`config.mk`:
```
export PLATFORM = sky130hd
export DESIGN_NAME = point_set_bounds_and_centroid
export DESIGN_NICKNAME = d
export VERILOG_FILES = /design/src/psbc_pkg.sv /design/src/point_set_bounds_and_centroid.sv /design/src/psbc_front.sv /design/src/psbc_queue.sv /design/src/psbc_div.sv /design/src/psbc_back.sv
export VERILOG_INCLUDE_DIRS = /design/src /design/src/src
export SDC_FILE = /design/constraint.sdc
export NUM_CORES = 2
export LEC_CHECK = 0
export BUFFER_PORTS_ARGS = -buffer_cell sky130_fd_sc_hd__buf_2
export CORE_MARGIN = 4
export CORE_UTILIZATION = 40
export DETAILED_ROUTE_END_ITERATION = 6
export HOLD_SLACK_MARGIN = 0.02
export PLACE_DENSITY = 0.57
export SYNTH_ARGS = -nofsm -noshare
export SYNTH_HDL_FRONTEND = slang
export SYNTH_SLANG_ARGS = --single-unit
```
`constraint.sdc`:
```
create_clock -name clk -period 30.8 [get_ports clk]
set_clock_uncertainty 0.15 [all_clocks]
set_input_delay 3.08 -clock clk [delete_from_list [all_inputs] [get_ports clk]]
set_output_delay 3.08 -clock clk [all_outputs]
set_load 0.1 [all_outputs]
```
`src/point_set_bounds_and_centroid_assert.svh`:
```
// ----------------------------------------------------------------------------
// point set bounds assertion macros
// concurrent assertion forms shared by the point set bounds modules
// ----------------------------------------------------------------------------
`ifndef POINT_SET_BOUNDS_AND_CENTROID_ASSERT_SVH
`define POINT_SET_BOUNDS_AND_CENTROID_ASSERT_SVH

`ifndef SYNTHESIS

// antecedent implies consequent in the same cycle
`define PSBC_ASSERT_IMPLY(name, ck, rn, ante, cons, msg) \
    name: assert property (@(posedge ck) disable iff (!rn) (ante) |-> (cons)) \
        else $error(msg);

// antecedent implies consequent in the next cycle
`define PSBC_ASSERT_NEXT(name, ck, rn, ante, cons, msg) \
    name: assert property (@(posedge ck) disable iff (!rn) (ante) |=> (cons)) \
        else $error(msg);

// condition never holds
`define PSBC_ASSERT_NEVER(name, ck, rn, cond, msg) \
    name: assert property (@(posedge ck) disable iff (!rn) !(cond)) \
        else $error(msg);

`else

`define PSBC_ASSERT_IMPLY(name, ck, rn, ante, cons, msg)
`define PSBC_ASSERT_NEXT(name, ck, rn, ante, cons, msg)
`define PSBC_ASSERT_NEVER(name, ck, rn, cond, msg)

`endif

`endif

```
`src/psbc_pkg.sv`:
```
// ----------------------------------------------------------------------------
// point set bounds package
// item types and axis codes shared by the point set bounds modules
// ----------------------------------------------------------------------------
package psbc_pkg;

    typedef logic [1:0] axis_t;

    localparam axis_t AX_X = 2'd0;
    localparam axis_t AX_Y = 2'd1;
    localparam axis_t AX_Z = 2'd2;

    typedef struct packed {
        logic signed [31:0] coord_x;
        logic signed [31:0] coord_y;
        logic signed [31:0] coord_z;
        logic               set_end;
    } point_t;

    typedef struct packed {
        axis_t              axis;
        logic signed [31:0] low_value;
        logic signed [31:0] high_value;
        logic        [31:0] extent;
        logic signed [31:0] center;
        logic        [15:0] low_index;
        logic        [15:0] high_index;
        logic               overflow;
        logic               last_of_run;
    } result_t;

endpackage

```
`src/point_set_bounds_and_centroid.sv`:
```
// one point is taken per cycle while the summary queue has room
// a set's x, y and z results leave one after another after its closing point, computed by
// the shared one-bit-per-cycle divider over SW bits, SW = COORD_WIDTH (at most 32) + count width
// a new set summary waits in a two-entry queue while the divider works on the previous one
// reset is asynchronous, active low, clears all control state at once
// ----------------------------------------------------------------------------
// point set bounds and centroid
// per-axis bounding box, first extreme indices and centroid of point sets
// ----------------------------------------------------------------------------
module point_set_bounds_and_centroid
    import psbc_pkg::*;
#(
    parameter int MAX_POINTS  = 65536,
    parameter int COORD_WIDTH = 32
)
(
    input  logic    clk,
    input  logic    rst_n,
    input  logic    point_valid,
    output logic    point_stall,
    input  point_t  point,
    output logic    result_valid,
    input  logic    result_stall,
    output result_t result
);

    localparam int CW = (COORD_WIDTH > 32) ? 32 : COORD_WIDTH;
    localparam int NW = $clog2(MAX_POINTS + 1);
    localparam int SW = CW + NW;
    localparam int QW = 3 * (2 * CW + SW + 32) + NW + 1;

    logic                 q_full;
    logic                 q_push;
    logic [QW-1:0]        q_push_data;
    logic                 q_valid;
    logic                 q_pop;
    logic [QW-1:0]        q_data;
    logic                 div_start;
    logic signed [SW-1:0] div_dividend;
    logic [NW-1:0]        div_divisor;
    logic                 div_busy;
    logic signed [CW-1:0] div_quot;

    psbc_front #(
        .MAX_POINTS (MAX_POINTS),
        .CW         (CW),
        .NW         (NW),
        .SW         (SW),
        .QW         (QW)
    ) u_front (
        .clk         (clk),
        .rst_n       (rst_n),
        .point_valid (point_valid),
        .point_stall (point_stall),
        .point       (point),
        .full        (q_full),
        .push        (q_push),
        .push_data   (q_push_data)
    );

    psbc_queue #(
        .W     (QW),
        .DEPTH (2)
    ) u_queue (
        .clk       (clk),
        .rst_n     (rst_n),
        .push      (q_push),
        .push_data (q_push_data),
        .full      (q_full),
        .pop       (q_pop),
        .valid     (q_valid),
        .data      (q_data)
    );

    psbc_div #(
        .CW (CW),
        .NW (NW),
        .SW (SW)
    ) u_div (
        .clk      (clk),
        .rst_n    (rst_n),
        .start    (div_start),
        .dividend (div_dividend),
        .divisor  (div_divisor),
        .busy     (div_busy),
        .quotient (div_quot)
    );

    psbc_back #(
        .CW (CW),
        .NW (NW),
        .SW (SW),
        .QW (QW)
    ) u_back (
        .clk          (clk),
        .rst_n        (rst_n),
        .q_valid      (q_valid),
        .q_data       (q_data),
        .q_pop        (q_pop),
        .div_start    (div_start),
        .div_dividend (div_dividend),
        .div_divisor  (div_divisor),
        .div_busy     (div_busy),
        .div_quot     (div_quot),
        .result_valid (result_valid),
        .result_stall (result_stall),
        .result       (result)
    );

endmodule

```
`src/psbc_front.sv`:
```
// ----------------------------------------------------------------------------
// point set bounds front end
// accepts points, tracks per-axis min, max, first indices and sums, and
// pushes a set summary into the queue on the closing point
// ----------------------------------------------------------------------------
module psbc_front
    import psbc_pkg::*;
#(
    parameter int MAX_POINTS = 65536,
    parameter int CW         = 32,
    parameter int NW         = 17,
    parameter int SW         = 49,
    parameter int QW         = 3 * (2 * CW + SW + 32) + NW + 1
)
(
    input  logic          clk,
    input  logic          rst_n,
    input  logic          point_valid,
    output logic          point_stall,
    input  point_t        point,
    input  logic          full,
    output logic          push,
    output logic [QW-1:0] push_data
);

    localparam int AW = 2 * CW + SW + 32;

    logic                 accept;
    logic                 take;
    logic [15:0]          idx;
    logic signed [CW-1:0] v [3];

    logic [NW-1:0]        cnt_reg, cnt_next;
    logic                 ovf_reg, ovf_next;
    logic signed [CW-1:0] min_reg [3];
    logic signed [CW-1:0] min_next [3];
    logic signed [CW-1:0] max_reg [3];
    logic signed [CW-1:0] max_next [3];
    logic signed [SW-1:0] sum_reg [3];
    logic signed [SW-1:0] sum_next [3];
    logic [15:0]          lidx_reg [3];
    logic [15:0]          lidx_next [3];
    logic [15:0]          hidx_reg [3];
    logic [15:0]          hidx_next [3];

    assign point_stall = full;
    assign accept      = point_valid && !full;
    assign push        = accept && point.set_end;

    always_comb
    begin
        take = cnt_reg < NW'(MAX_POINTS);
        idx  = 16'(cnt_reg);
        v[0] = point.coord_x[CW-1:0];
        v[1] = point.coord_y[CW-1:0];
        v[2] = point.coord_z[CW-1:0];
        cnt_next = cnt_reg;
        ovf_next = ovf_reg;
        if (accept)
        begin
            if (take)
            begin
                cnt_next = cnt_reg + NW'(1);
            end
            else
            begin
                ovf_next = 1'b1;
            end
        end
        for (int a = 0; a < 3; a++)
        begin
            min_next[a]  = min_reg[a];
            max_next[a]  = max_reg[a];
            sum_next[a]  = sum_reg[a];
            lidx_next[a] = lidx_reg[a];
            hidx_next[a] = hidx_reg[a];
            if (accept && take)
            begin
                if (cnt_reg == '0)
                begin
                    min_next[a]  = v[a];
                    max_next[a]  = v[a];
                    sum_next[a]  = SW'(v[a]);
                    lidx_next[a] = idx;
                    hidx_next[a] = idx;
                end
                else
                begin
                    if (v[a] < min_reg[a])
                    begin
                        min_next[a]  = v[a];
                        lidx_next[a] = idx;
                    end
                    else if (v[a] > max_reg[a])
                    begin
                        max_next[a]  = v[a];
                        hidx_next[a] = idx;
                    end
                    sum_next[a] = sum_reg[a] + SW'(v[a]);
                end
            end
        end
    end

    always_comb
    begin
        push_data = '0;
        for (int a = 0; a < 3; a++)
        begin
            push_data[a*AW +: CW]                = min_next[a];
            push_data[a*AW + CW +: CW]           = max_next[a];
            push_data[a*AW + 2*CW +: SW]         = sum_next[a];
            push_data[a*AW + 2*CW + SW +: 16]    = lidx_next[a];
            push_data[a*AW + 2*CW + SW + 16 +: 16] = hidx_next[a];
        end
        push_data[3*AW +: NW] = cnt_next;
        push_data[3*AW + NW]  = ovf_next;
    end

    // counters clear on the closing point, payload is rewritten by the next first point
    always_ff @(posedge clk or negedge rst_n)
    begin
        if (!rst_n)
        begin
            cnt_reg <= '0;
            ovf_reg <= 1'b0;
        end
        else if (push)
        begin
            cnt_reg <= '0;
            ovf_reg <= 1'b0;
        end
        else
        begin
            cnt_reg <= cnt_next;
            ovf_reg <= ovf_next;
        end
    end

    always_ff @(posedge clk)
    begin
        for (int a = 0; a < 3; a++)
        begin
            min_reg[a]  <= min_next[a];
            max_reg[a]  <= max_next[a];
            sum_reg[a]  <= sum_next[a];
            lidx_reg[a] <= lidx_next[a];
            hidx_reg[a] <= hidx_next[a];
        end
    end

endmodule

```
`src/psbc_queue.sv`:
```
// ----------------------------------------------------------------------------
// point set bounds summary queue
// short queue of set summaries between front end and back end
// ----------------------------------------------------------------------------
`include "point_set_bounds_and_centroid_assert.svh"

module psbc_queue
    import psbc_pkg::*;
#(
    parameter int W     = 32,
    parameter int DEPTH = 2
)
(
    input  logic         clk,
    input  logic         rst_n,
    input  logic         push,
    input  logic [W-1:0] push_data,
    output logic         full,
    input  logic         pop,
    output logic         valid,
    output logic [W-1:0] data
);

    localparam int PW = (DEPTH > 1) ? $clog2(DEPTH) : 1;
    localparam int FW = $clog2(DEPTH + 1);

    logic [W-1:0]  slot_reg [DEPTH];
    logic [PW-1:0] wr_ptr_reg, rd_ptr_reg;
    logic [FW-1:0] fill_reg;

    assign full  = fill_reg == FW'(DEPTH);
    assign valid = fill_reg != '0;
    assign data  = slot_reg[rd_ptr_reg];

    always_ff @(posedge clk or negedge rst_n)
    begin
        if (!rst_n)
        begin
            wr_ptr_reg <= '0;
            rd_ptr_reg <= '0;
            fill_reg   <= '0;
        end
        else
        begin
            if (push)
            begin
                wr_ptr_reg <= (wr_ptr_reg == PW'(DEPTH - 1)) ? '0 : wr_ptr_reg + PW'(1);
            end
            if (pop)
            begin
                rd_ptr_reg <= (rd_ptr_reg == PW'(DEPTH - 1)) ? '0 : rd_ptr_reg + PW'(1);
            end
            if (push && !pop)
            begin
                fill_reg <= fill_reg + FW'(1);
            end
            else if (pop && !push)
            begin
                fill_reg <= fill_reg - FW'(1);
            end
        end
    end

    always_ff @(posedge clk)
    begin
        if (push)
        begin
            slot_reg[wr_ptr_reg] <= push_data;
        end
    end

    `PSBC_ASSERT_NEVER(a_push_full, clk, rst_n, push && full, "summary pushed into full queue")
    `PSBC_ASSERT_NEVER(a_pop_empty, clk, rst_n, pop && !valid, "summary popped from empty queue")

endmodule

```
`src/psbc_div.sv`:
```
// ----------------------------------------------------------------------------
// point set bounds divider
// signed sum over unsigned count, truncated toward zero, one quotient bit
// per cycle
// ----------------------------------------------------------------------------
module psbc_div
    import psbc_pkg::*;
#(
    parameter int CW = 32,
    parameter int NW = 17,
    parameter int SW = 49
)
(
    input  logic                 clk,
    input  logic                 rst_n,
    input  logic                 start,
    input  logic signed [SW-1:0] dividend,
    input  logic [NW-1:0]        divisor,
    output logic                 busy,
    output logic signed [CW-1:0] quotient
);

    localparam int KW = $clog2(SW + 1);

    logic          busy_reg;
    logic [KW-1:0] cnt_reg;
    logic [NW-1:0] rem_reg, rem_next;
    logic [SW-1:0] acc_reg, acc_next;
    logic [NW-1:0] dsr_reg;
    logic          neg_reg;

    logic [SW-1:0] mag;
    logic [NW:0]   trial;
    logic [NW:0]   diff;
    logic          ge;
    logic [SW-1:0] signed_q;

    assign busy = busy_reg;

    always_comb
    begin
        mag      = dividend[SW-1] ? (~unsigned'(dividend) + SW'(1)) : unsigned'(dividend);
        trial    = {rem_reg, acc_reg[SW-1]};
        diff     = trial - {1'b0, dsr_reg};
        ge       = trial >= {1'b0, dsr_reg};
        rem_next = ge ? diff[NW-1:0] : trial[NW-1:0];
        acc_next = {acc_reg[SW-2:0], ge};
        signed_q = neg_reg ? (~acc_reg + SW'(1)) : acc_reg;
        quotient = signed_q[CW-1:0];
    end

    always_ff @(posedge clk or negedge rst_n)
    begin
        if (!rst_n)
        begin
            busy_reg <= 1'b0;
            cnt_reg  <= '0;
        end
        else if (start)
        begin
            busy_reg <= 1'b1;
            cnt_reg  <= KW'(SW);
        end
        else if (busy_reg)
        begin
            cnt_reg <= cnt_reg - KW'(1);
            if (cnt_reg == KW'(1))
            begin
                busy_reg <= 1'b0;
            end
        end
    end

    always_ff @(posedge clk)
    begin
        if (start)
        begin
            rem_reg <= '0;
            acc_reg <= mag;
            dsr_reg <= divisor;
            neg_reg <= dividend[SW-1];
        end
        else if (busy_reg)
        begin
            rem_reg <= rem_next;
            acc_reg <= acc_next;
        end
    end

endmodule

```
`src/psbc_back.sv`:
```
// ----------------------------------------------------------------------------
// point set bounds back end
// takes set summaries from the queue, divides each axis sum by the count
// and sends the x, y and z results through an output register
// ----------------------------------------------------------------------------
`include "point_set_bounds_and_centroid_assert.svh"

module psbc_back
    import psbc_pkg::*;
#(
    parameter int CW = 32,
    parameter int NW = 17,
    parameter int SW = 49,
    parameter int QW = 3 * (2 * CW + SW + 32) + NW + 1
)
(
    input  logic                 clk,
    input  logic                 rst_n,
    input  logic                 q_valid,
    input  logic [QW-1:0]        q_data,
    output logic                 q_pop,
    output logic                 div_start,
    output logic signed [SW-1:0] div_dividend,
    output logic [NW-1:0]        div_divisor,
    input  logic                 div_busy,
    input  logic signed [CW-1:0] div_quot,
    output logic                 result_valid,
    input  logic                 result_stall,
    output result_t              result
);

    localparam int AW = 2 * CW + SW + 32;

    typedef enum logic [1:0] {
        S_IDLE,
        S_DIV,
        S_SEND
    } state_t;

    state_t  state_reg;
    axis_t   axis_reg;
    logic    result_valid_reg;
    result_t result_reg;

    logic signed [CW-1:0] low_a [3];
    logic signed [CW-1:0] high_a [3];
    logic signed [SW-1:0] sum_a [3];
    logic [15:0]          lidx_a [3];
    logic [15:0]          hidx_a [3];
    logic [NW-1:0]        count;
    logic                 ovf;

    logic                 slot_free;
    axis_t                next_axis;
    axis_t                start_axis;
    logic signed [CW-1:0] sel_low, sel_high;
    logic [15:0]          sel_lidx, sel_hidx;
    logic signed [31:0]   low32, high32;
    result_t              item;

    always_comb
    begin
        for (int a = 0; a < 3; a++)
        begin
            low_a[a]  = q_data[a*AW +: CW];
            high_a[a] = q_data[a*AW + CW +: CW];
            sum_a[a]  = q_data[a*AW + 2*CW +: SW];
            lidx_a[a] = q_data[a*AW + 2*CW + SW +: 16];
            hidx_a[a] = q_data[a*AW + 2*CW + SW + 16 +: 16];
        end
        count = q_data[3*AW +: NW];
        ovf   = q_data[3*AW + NW];
    end

    assign slot_free  = !result_valid_reg || !result_stall;
    assign next_axis  = (axis_reg == AX_X) ? AX_Y : AX_Z;
    assign start_axis = (state_reg == S_IDLE) ? AX_X : next_axis;
    assign div_start  = (state_reg == S_IDLE && q_valid)
                     || (state_reg == S_SEND && slot_free && axis_reg != AX_Z);
    assign q_pop      = state_reg == S_SEND && slot_free && axis_reg == AX_Z;
    assign div_divisor = count;

    always_comb
    begin
        case (start_axis)
            AX_X:    div_dividend = sum_a[0];
            AX_Y:    div_dividend = sum_a[1];
            default: div_dividend = sum_a[2];
        endcase
        case (axis_reg)
            AX_X:
            begin
                sel_low  = low_a[0];
                sel_high = high_a[0];
                sel_lidx = lidx_a[0];
                sel_hidx = hidx_a[0];
            end
            AX_Y:
            begin
                sel_low  = low_a[1];
                sel_high = high_a[1];
                sel_lidx = lidx_a[1];
                sel_hidx = hidx_a[1];
            end
            default:
            begin
                sel_low  = low_a[2];
                sel_high = high_a[2];
                sel_lidx = lidx_a[2];
                sel_hidx = hidx_a[2];
            end
        endcase
        low32            = 32'(sel_low);
        high32           = 32'(sel_high);
        item.axis        = axis_reg;
        item.low_value   = low32;
        item.high_value  = high32;
        item.extent      = unsigned'(high32) - unsigned'(low32);
        item.center      = 32'(div_quot);
        item.low_index   = sel_lidx;
        item.high_index  = sel_hidx;
        item.overflow    = ovf;
        item.last_of_run = axis_reg == AX_Z;
    end

    always_ff @(posedge clk or negedge rst_n)
    begin
        if (!rst_n)
        begin
            state_reg        <= S_IDLE;
            axis_reg         <= AX_X;
            result_valid_reg <= 1'b0;
            result_reg       <= '0;
        end
        else
        begin
            if (state_reg == S_SEND && slot_free)
            begin
                result_valid_reg <= 1'b1;
                result_reg       <= item;
            end
            else if (!result_stall)
            begin
                result_valid_reg <= 1'b0;
            end
            case (state_reg)
                S_IDLE:
                begin
                    if (q_valid)
                    begin
                        axis_reg  <= AX_X;
                        state_reg <= S_DIV;
                    end
                end
                S_DIV:
                begin
                    if (!div_busy)
                    begin
                        state_reg <= S_SEND;
                    end
                end
                S_SEND:
                begin
                    if (slot_free)
                    begin
                        if (axis_reg == AX_Z)
                        begin
                            state_reg <= S_IDLE;
                        end
                        else
                        begin
                            axis_reg  <= next_axis;
                            state_reg <= S_DIV;
                        end
                    end
                end
                default:
                begin
                    state_reg <= S_IDLE;
                end
            endcase
        end
    end

    assign result_valid = result_valid_reg;
    assign result       = result_reg;

    `PSBC_ASSERT_IMPLY(a_head_held, clk, rst_n, state_reg != S_IDLE, q_valid, "queue head lost during set")
    `PSBC_ASSERT_NEVER(a_restart_busy, clk, rst_n, div_start && div_busy, "divider restarted while busy")
    `PSBC_ASSERT_NEXT(a_pop_sends_z, clk, rst_n, q_pop, result_valid && result.last_of_run, "pop without z result")

endmodule
```
# Word-level counts from Yosys, hierarchy flattened
# Memory sizes are Yosys's and may differ from the RTL's.
# Index checks and enable logic that the tools add are counted.
[op_classes]
add_sub_neg = 13
multipliers = 0
div_mod_pow = 0
magnitude_cmp = 8
n_eq_ne = 13
shift = 0
n_mux = 88
bitwise_logic = 2
n_reduce_logical = 26
[ops]
columns = ["operator", "count"]
rows = [
  ["$mux W32", 22],
  ["$mux W49", 9],
  ["$mux W16", 21],
  ["$add A49 B32 Y49", 3],
  ["$pmux W32 S2", 2],
  ["$pmux W49 S2", 1],
  ["$gt A32 B32 Y1", 3],
  ["$lt A32 B32 Y1", 3],
  ["$mux W17", 4],
  ["$pmux W16 S2", 2],
  ["$add A49 B1 Y49 const B", 1],
  ["$not A49 Y49", 1],
  ["$add A32 B1 Y32 const B", 1],
  ["$not A32 Y32", 1],
  ["$sub A32 B32 Y32", 1],
  ["$mux W2", 10],
  ["$ge A18 B17 Y1", 1],
  ["$add A17 B1 Y17 const B", 1],
  ["$logic_not A17 Y1", 1],
  ["$lt A17 B17 Y1 const B", 1],
  ["$sub A17 B17 Y17", 1],
  ["$mux W1", 13],
  ["$mux W6", 2],
  ["$logic_and A1 B1 Y1", 9],
  ["other kinds (17)", 36],
]
[totals]
ff_bits = 282
latch_bits = 0
ram_bits = 1341
mem_bits_ro = 0
in_bits = 101
out_inout_bits = 166
elab_cells = 179
mem_count = 6
[memory_table]
columns = ["name", "depth", "width", "read_ports", "rd_clocked_by_memory_dff", "wr", "line", "source"]
rows = [
  ["u_queue.slot_reg", 2, 453, 1, 0, 1, "psbc_queue.sv:27", "logic [W-1:0] slot_reg [DEPTH];"],
  ["u_front.sum_reg", 3, 49, 3, 0, 3, "psbc_front.sv:39", "logic signed [SW-1:0] sum_reg [3];"],
  ["u_front.max_reg", 3, 32, 3, 0, 3, "psbc_front.sv:37", "logic signed [CW-1:0] max_reg [3];"],
  ["u_front.min_reg", 3, 32, 3, 0, 3, "psbc_front.sv:35", "logic signed [CW-1:0] min_reg [3];"],
  ["u_front.hidx_reg", 3, 16, 3, 0, 3, "psbc_front.sv:43", "logic [15:0] hidx_reg [3];"],
  ["u_front.lidx_reg", 3, 16, 3, 0, 3, "psbc_front.sv:41", "logic [15:0] lidx_reg [3];"],
]

# Logic depth before layout (Yosys ltp)
[depth]
ltp_word = 9
depth_mapped = 24
ltp_nobuf = 18

# Cells and area by module
# Synthesis repeated with hierarchy kept, for this count alone.
[hier_totals]
cells_unflattened = 7127
area_unflattened_um2 = 80293.3
[modules_own_cells]
columns = ["mod", "instances", "cells_each", "area_per_inst_um2", "seq_area_each_um2"]
rows = [
  ["psbc_queue", 1, 1426, 33101.7, 27306.2],
  ["psbc_front", 1, 3668, 30107.6, 9158.8],
  ["psbc_back", 1, 1339, 10742.8, 4229.1],
  ["psbc_div", 1, 694, 6341.1, 2527.4],
]

# Least setup slack after synthesis
# No wires, ideal clock.
[synth_path]
path_kind = "in2reg"
start = "input port point[0] (netlist bit)"
end = "memory u_queue.slot_reg[0][0] (netlist bit), enable pin"
setup_time_ns = 1.333
arrival_ns = 23.423
t_required_ns = 29.317
slack_ns = 5.894
stages = 3
n_path_buf = 1
cell_sequence = "and3_1 > clkbuf_1 > nor2b_1"
[synth_between]
elab_chain_cells = 3
[synth_lines]
columns = ["item", "line", "source"]
rows = [
  ["start: declaration", "point_set_bounds_and_centroid.sv:21", "input point_t point,"],
  ["$logic_and A1 B1 Y1", "psbc_front.sv:48", "assign push = accept && point.set_end;"],
  ["named net q_push", "point_set_bounds_and_centroid.sv:33", "logic q_push;"],
  ["$mux W1", "psbc_queue.sv:66", "if (push)"],
  ["$mux W1 (not written as such)", "psbc_queue.sv:68", "slot_reg[wr_ptr_reg] <= push_data;"],
  ["end: declaration", "psbc_queue.sv:27", ""],
]
# The timed path passes the listed nets, and every way through them passes these cells.

# Worst setup path in the final report
[layout_path]
start = "input port point[32] (netlist bit)"
end = "memory u_queue.slot_reg[0][323] (netlist bit), data pin"
[layout_between]
elab_chain_cells = 5
elab_cells_between_ends = 6
classes_between = "order compare (2); mux (4)"
[layout_lines]
columns = ["item", "line", "source"]
rows = [
  ["$gt A32 B32 Y1", "psbc_front.sv:94", "else if (v[a] > max_reg[a])"],
  ["$mux W32", "psbc_front.sv:94", ""],
  ["$mux W32 *", "psbc_front.sv:89", "if (v[a] < min_reg[a])"],
  ["$mux W32 *", "psbc_front.sv:79", "if (cnt_reg == '0)"],
  ["$mux W32 *", "psbc_front.sv:77", "if (accept && take)"],
  ["named net q_push_data[323]", "point_set_bounds_and_centroid.sv:34", "logic [QW-1:0] q_push_data;"],
]
# Mark *: on every way through the listed nets, which the timed path passes. The rest lies on a longest branch.

==> flow_summary.ini <==
[run_status]
status = finished clean

[pwr]
leakage_uw = 0.0347
power_frac_clock_pct = 21.5
worst_ir_drop_vdd_v = 0.0000838
power_per_cell_area_nw_per_um2 = 116
share_seq_of_total_power_pct = 34.4
intPower_uw = 5860
switching_share_pct = 41.6
netSwitchingPower_uw = 4170
comb_power_share_pct = 44.1

[logic_synthesis]
ys.flop_type = edfxtp_1
top_cell_type_s_share_of_synthesized_area_pct = 38.3
synth_async_sr_flop_share_pct = 12.2
synth_top_cell_by_area = edfxtp_1
total_number_of_yosys_warnings = 0
register_bit_count_reported_by_yosys = 1623
ys_top_cells_by_area = edfxtp_1 (38%), dfxtp_1 (12%), dfrtp_1 (6.5%)
syn-cell-area_sq_um = 76200
avgSynthCellArea_sq_um = 11.4
syn_nets = 7153
synth-edff-count = 973
synthCells = 6659
ys_types = 78
synth.yosys.seq_area_share_pct = 56.7

[min_path]
hold-path-cell-count = 2
hold_start = u_back.result[126]
hold-path-endpoint = u_back.result[126]
min-delay-path-class = register to register

[floorplanning]
die-area_sq_um = 198000
placementRows = 159
io_pins = 267
die_height_um = 445
floorplan.initialDensity_pct = 40.4
die_w_um = 445
coreArea_sq_um = 189000

[timing]
timing_hold_violations_final = 0
max_slew_margin_pct = 15.1
layout_worst_path_cycle_share_pct = 24.2
period_minus_slack_ns = 7.46
fmax_achieved_mhz = 134
finalSetupTns_ns = 0
tightest_slew_ns = 1.27
slew_violations = 0
setup_repair_after_global_routing_missed_its_margin = no
setup_viol_count_final = 0

[placed_design]
portBuffers = 266
place.gp.congestion = 0.921
placed_area_sq_um = 80200
dp_hpwl_um = 163000

[global_route]
grt_pass1_wl_um = 332000
grt_max_degree = 155
gr_ovfl_total = 0
grt_pass1_vias = 50700
grtUsageTotal_pct = 22.4
antenna_found_initial = 44

[worst_setup_path]
type_of_element_capturing_the_critical_path = register
cpLargestDelayFamily = simple AND/OR/NAND/NOR gates
critical_path_depth = 11
crit_chain = buf_2 > ha_1 > nand4_1 > nor4_1 > o21ai_0 > o2111ai_1 > xnor2_1 > and3_1 > o21ai_4 > buf_4 > mux2_2
worst_r2r_endpoint = u_back.result[97]
worst-path-max-fanout = 38
worst_r2r_path_depth = 16
critPathLaunchType = input pin
crit_path_max_incr_delay_ns = 0.96
worst-path-buf-inv = 2
criticalPathCategory = input pin to register
r2r_start = u_queue.rd_ptr_reg
critical_path_arrival_ns = 7.89
critPathRequiredTime_ns = 31.24
timing.critical_path.slowest_stage_cell = nor4_1
ff2ff_setup_slack_ns = 24.23

[detailed_routing]
antenna_violating_nets_left = 0
firstDrtPassIters = 5
post_drt_wl_per_cell_um = 23.8
drc_errors = 0
detailedRoute.firstIterationViolations = 4244
via_per_inst = 5.47
totalWireLength_um = 226000
detailroute.via_count = 52100

[final_layout]
fillers = 17300
finalNetCount = 7349
largest_register_ffs = 906
layout.cell_area.non_filler_sq_um = 86300
area_delta_synth_final_pct = 13.1
final_layout_size_suffix_gt1_share_pct = 15.1

[clock_network]
clock_tree_from_tritoncts = yes
cts_buffers = 173
clkSlewWorstSetupHoldPaths_ns = 0.06
level_count_of_the_clock_h_tree = 4
clk_path_buf_depth = 3
cts_root_buffer = clkbuf_16
clock_latency_on_the_worst_skew_pair_ns = 0.85
post_cts.repair.setup_buffers = 0
tritoncts_num_sinks = 1623
postCtsHoldBufs = 0
ctsResizeCount = 0

[run]
timing.max_cap.violations = 0
[cells in the mapped netlist (all sizes together) (42+ instances only)]
cell type / count
edfxtp: 973
mux4: 58
a21o: 184
nor2b: 50
a21oi: 548
nor2: 412
nand2: 715
xor2: 129
a31oi: 46
buf: 64
clkbuf: 252
nor3: 42
xnor2: 131
mux2i: 198
ha: 388
inv: 305
o21ai: 599
mux2: 349
nand4: 64
nand3: 60
dfrtp: 198
dfxtp: 452
[placed cells by master, fill, tap and decap left out, drive strengths merged, types with 36 or more instances in the layout]
cell,count
ha,388
nor3,42
a31oi,46
mux2i,198
inv,312
edfxtp,973
buf,337
a21oi,548
xnor2,131
mux4,58
nand2,715
nand4,64
a21o,184
mux2,349
dfxtp,452
nand3,60
nor2,412
clkinv,58
xor2,129
nor2b,50
clkbuf,243
and3,37
o21ai,599
nand2b,36
dfrtp,198
[tightest hold or removal path, cell delays in order, from the launching register on]
cell	delay, ns
dfrtp_1	0.34
nand2_1	0.05
nand2_1	0.05
[routing by layer]
| layer | GRT usage [%] | wire length [um] | part of all wire (%) | up-vias |
|---|---|---|---|---|
| met2 | 36.4 | 105000 | 46 | 1358 |
| met1 | 30.3 | 101000 | 45 | 25800 |
| met4 | 7.75 | 7840 | 3.5 | 10 |
| met5 | 0 | 61 | 0.027 | - |
| met3 | 3.94 | 13000 | 5.7 | 347 |
| li1 | - | - | - | 24600 |
[per-stage QoR]
step / setup slack, ns / hold slack (ns) / util [%] / instances / power [uW]
after floorplan: 5.89 / 0.301 / - / 6659 / 6620
after global placement: 22.48 / 0.307 / 42.5 / 9175 / 7800
after detailed placement: 22.48 / 0.309 / 42.5 / 9175 / 7870
after CTS: 23.40 / 0.324 / 45.7 / 9501 / 10000
after global routing: 22.88 / 0.346 / 45.7 / 9513 / 10600
final: 23.34 / 0.317 / 45.7 / 9525 / 10000
[power by group through the flow]
stage                     Combinational, uW  Clock (uW)  Sequential [uW]
after global placement                 4330           0             3470
after detailed placement               4390           0             3480
after CTS                              4410        2190             3450
final                                  4420        2150             3450
after floorplan                        2670           0             3950
after global routing                   4820        2290             3500
[cell families after synthesis]
family | after synthesis | share of synthesized area, %
AO/OA/AOI/OAI | 1640 | 12.5
XOR/XNOR | 260 | 2.99
adder cells (fa/ha/maj) | 393 | 6.50
buffers and inverters | 622 | 3.11
flip-flops | 1623 | 56.7
multiplexers | 605 | 9.47
AND/OR/NAND/NOR | 1516 | 8.70
[final cells by class]
| cell class | count | area (sq um) | share of cell area (%) |
|---|---|---|---|
| flip-flops and latches | 1623 | 43200 | 50.1 |
| well taps | 2495 | 3120 | 3.62 |
| clock buffers | 243 | 4890 | 5.67 |
| inverters | 306 | 1150 | 1.33 |
| clock inverters | 83 | 1080 | 1.26 |
| multi-input cells | 4414 | 30800 | 35.7 |
| repair buffers | 337 | 1920 | 2.23 |
| diodes | 24 | 60.1 | 0.0696 |
[worst max-delay path by stage]
stage / start / endpoint / slack [ns]
after floorplan: point[0] / u_queue.slot_reg[0][0] / 5.89
after detailed placement: point[32] / u_queue.slot_reg[0][323] / 22.48
after global placement: point[32] / u_queue.slot_reg[0][323] / 22.48
after CTS: point[32] / u_queue.slot_reg[0][323] / 23.40
after global routing: point[32] / u_queue.slot_reg[1][328] / 22.88
final: point[32] / u_queue.slot_reg[0][323] / 23.34
Power figures use the tool's default switching activity.
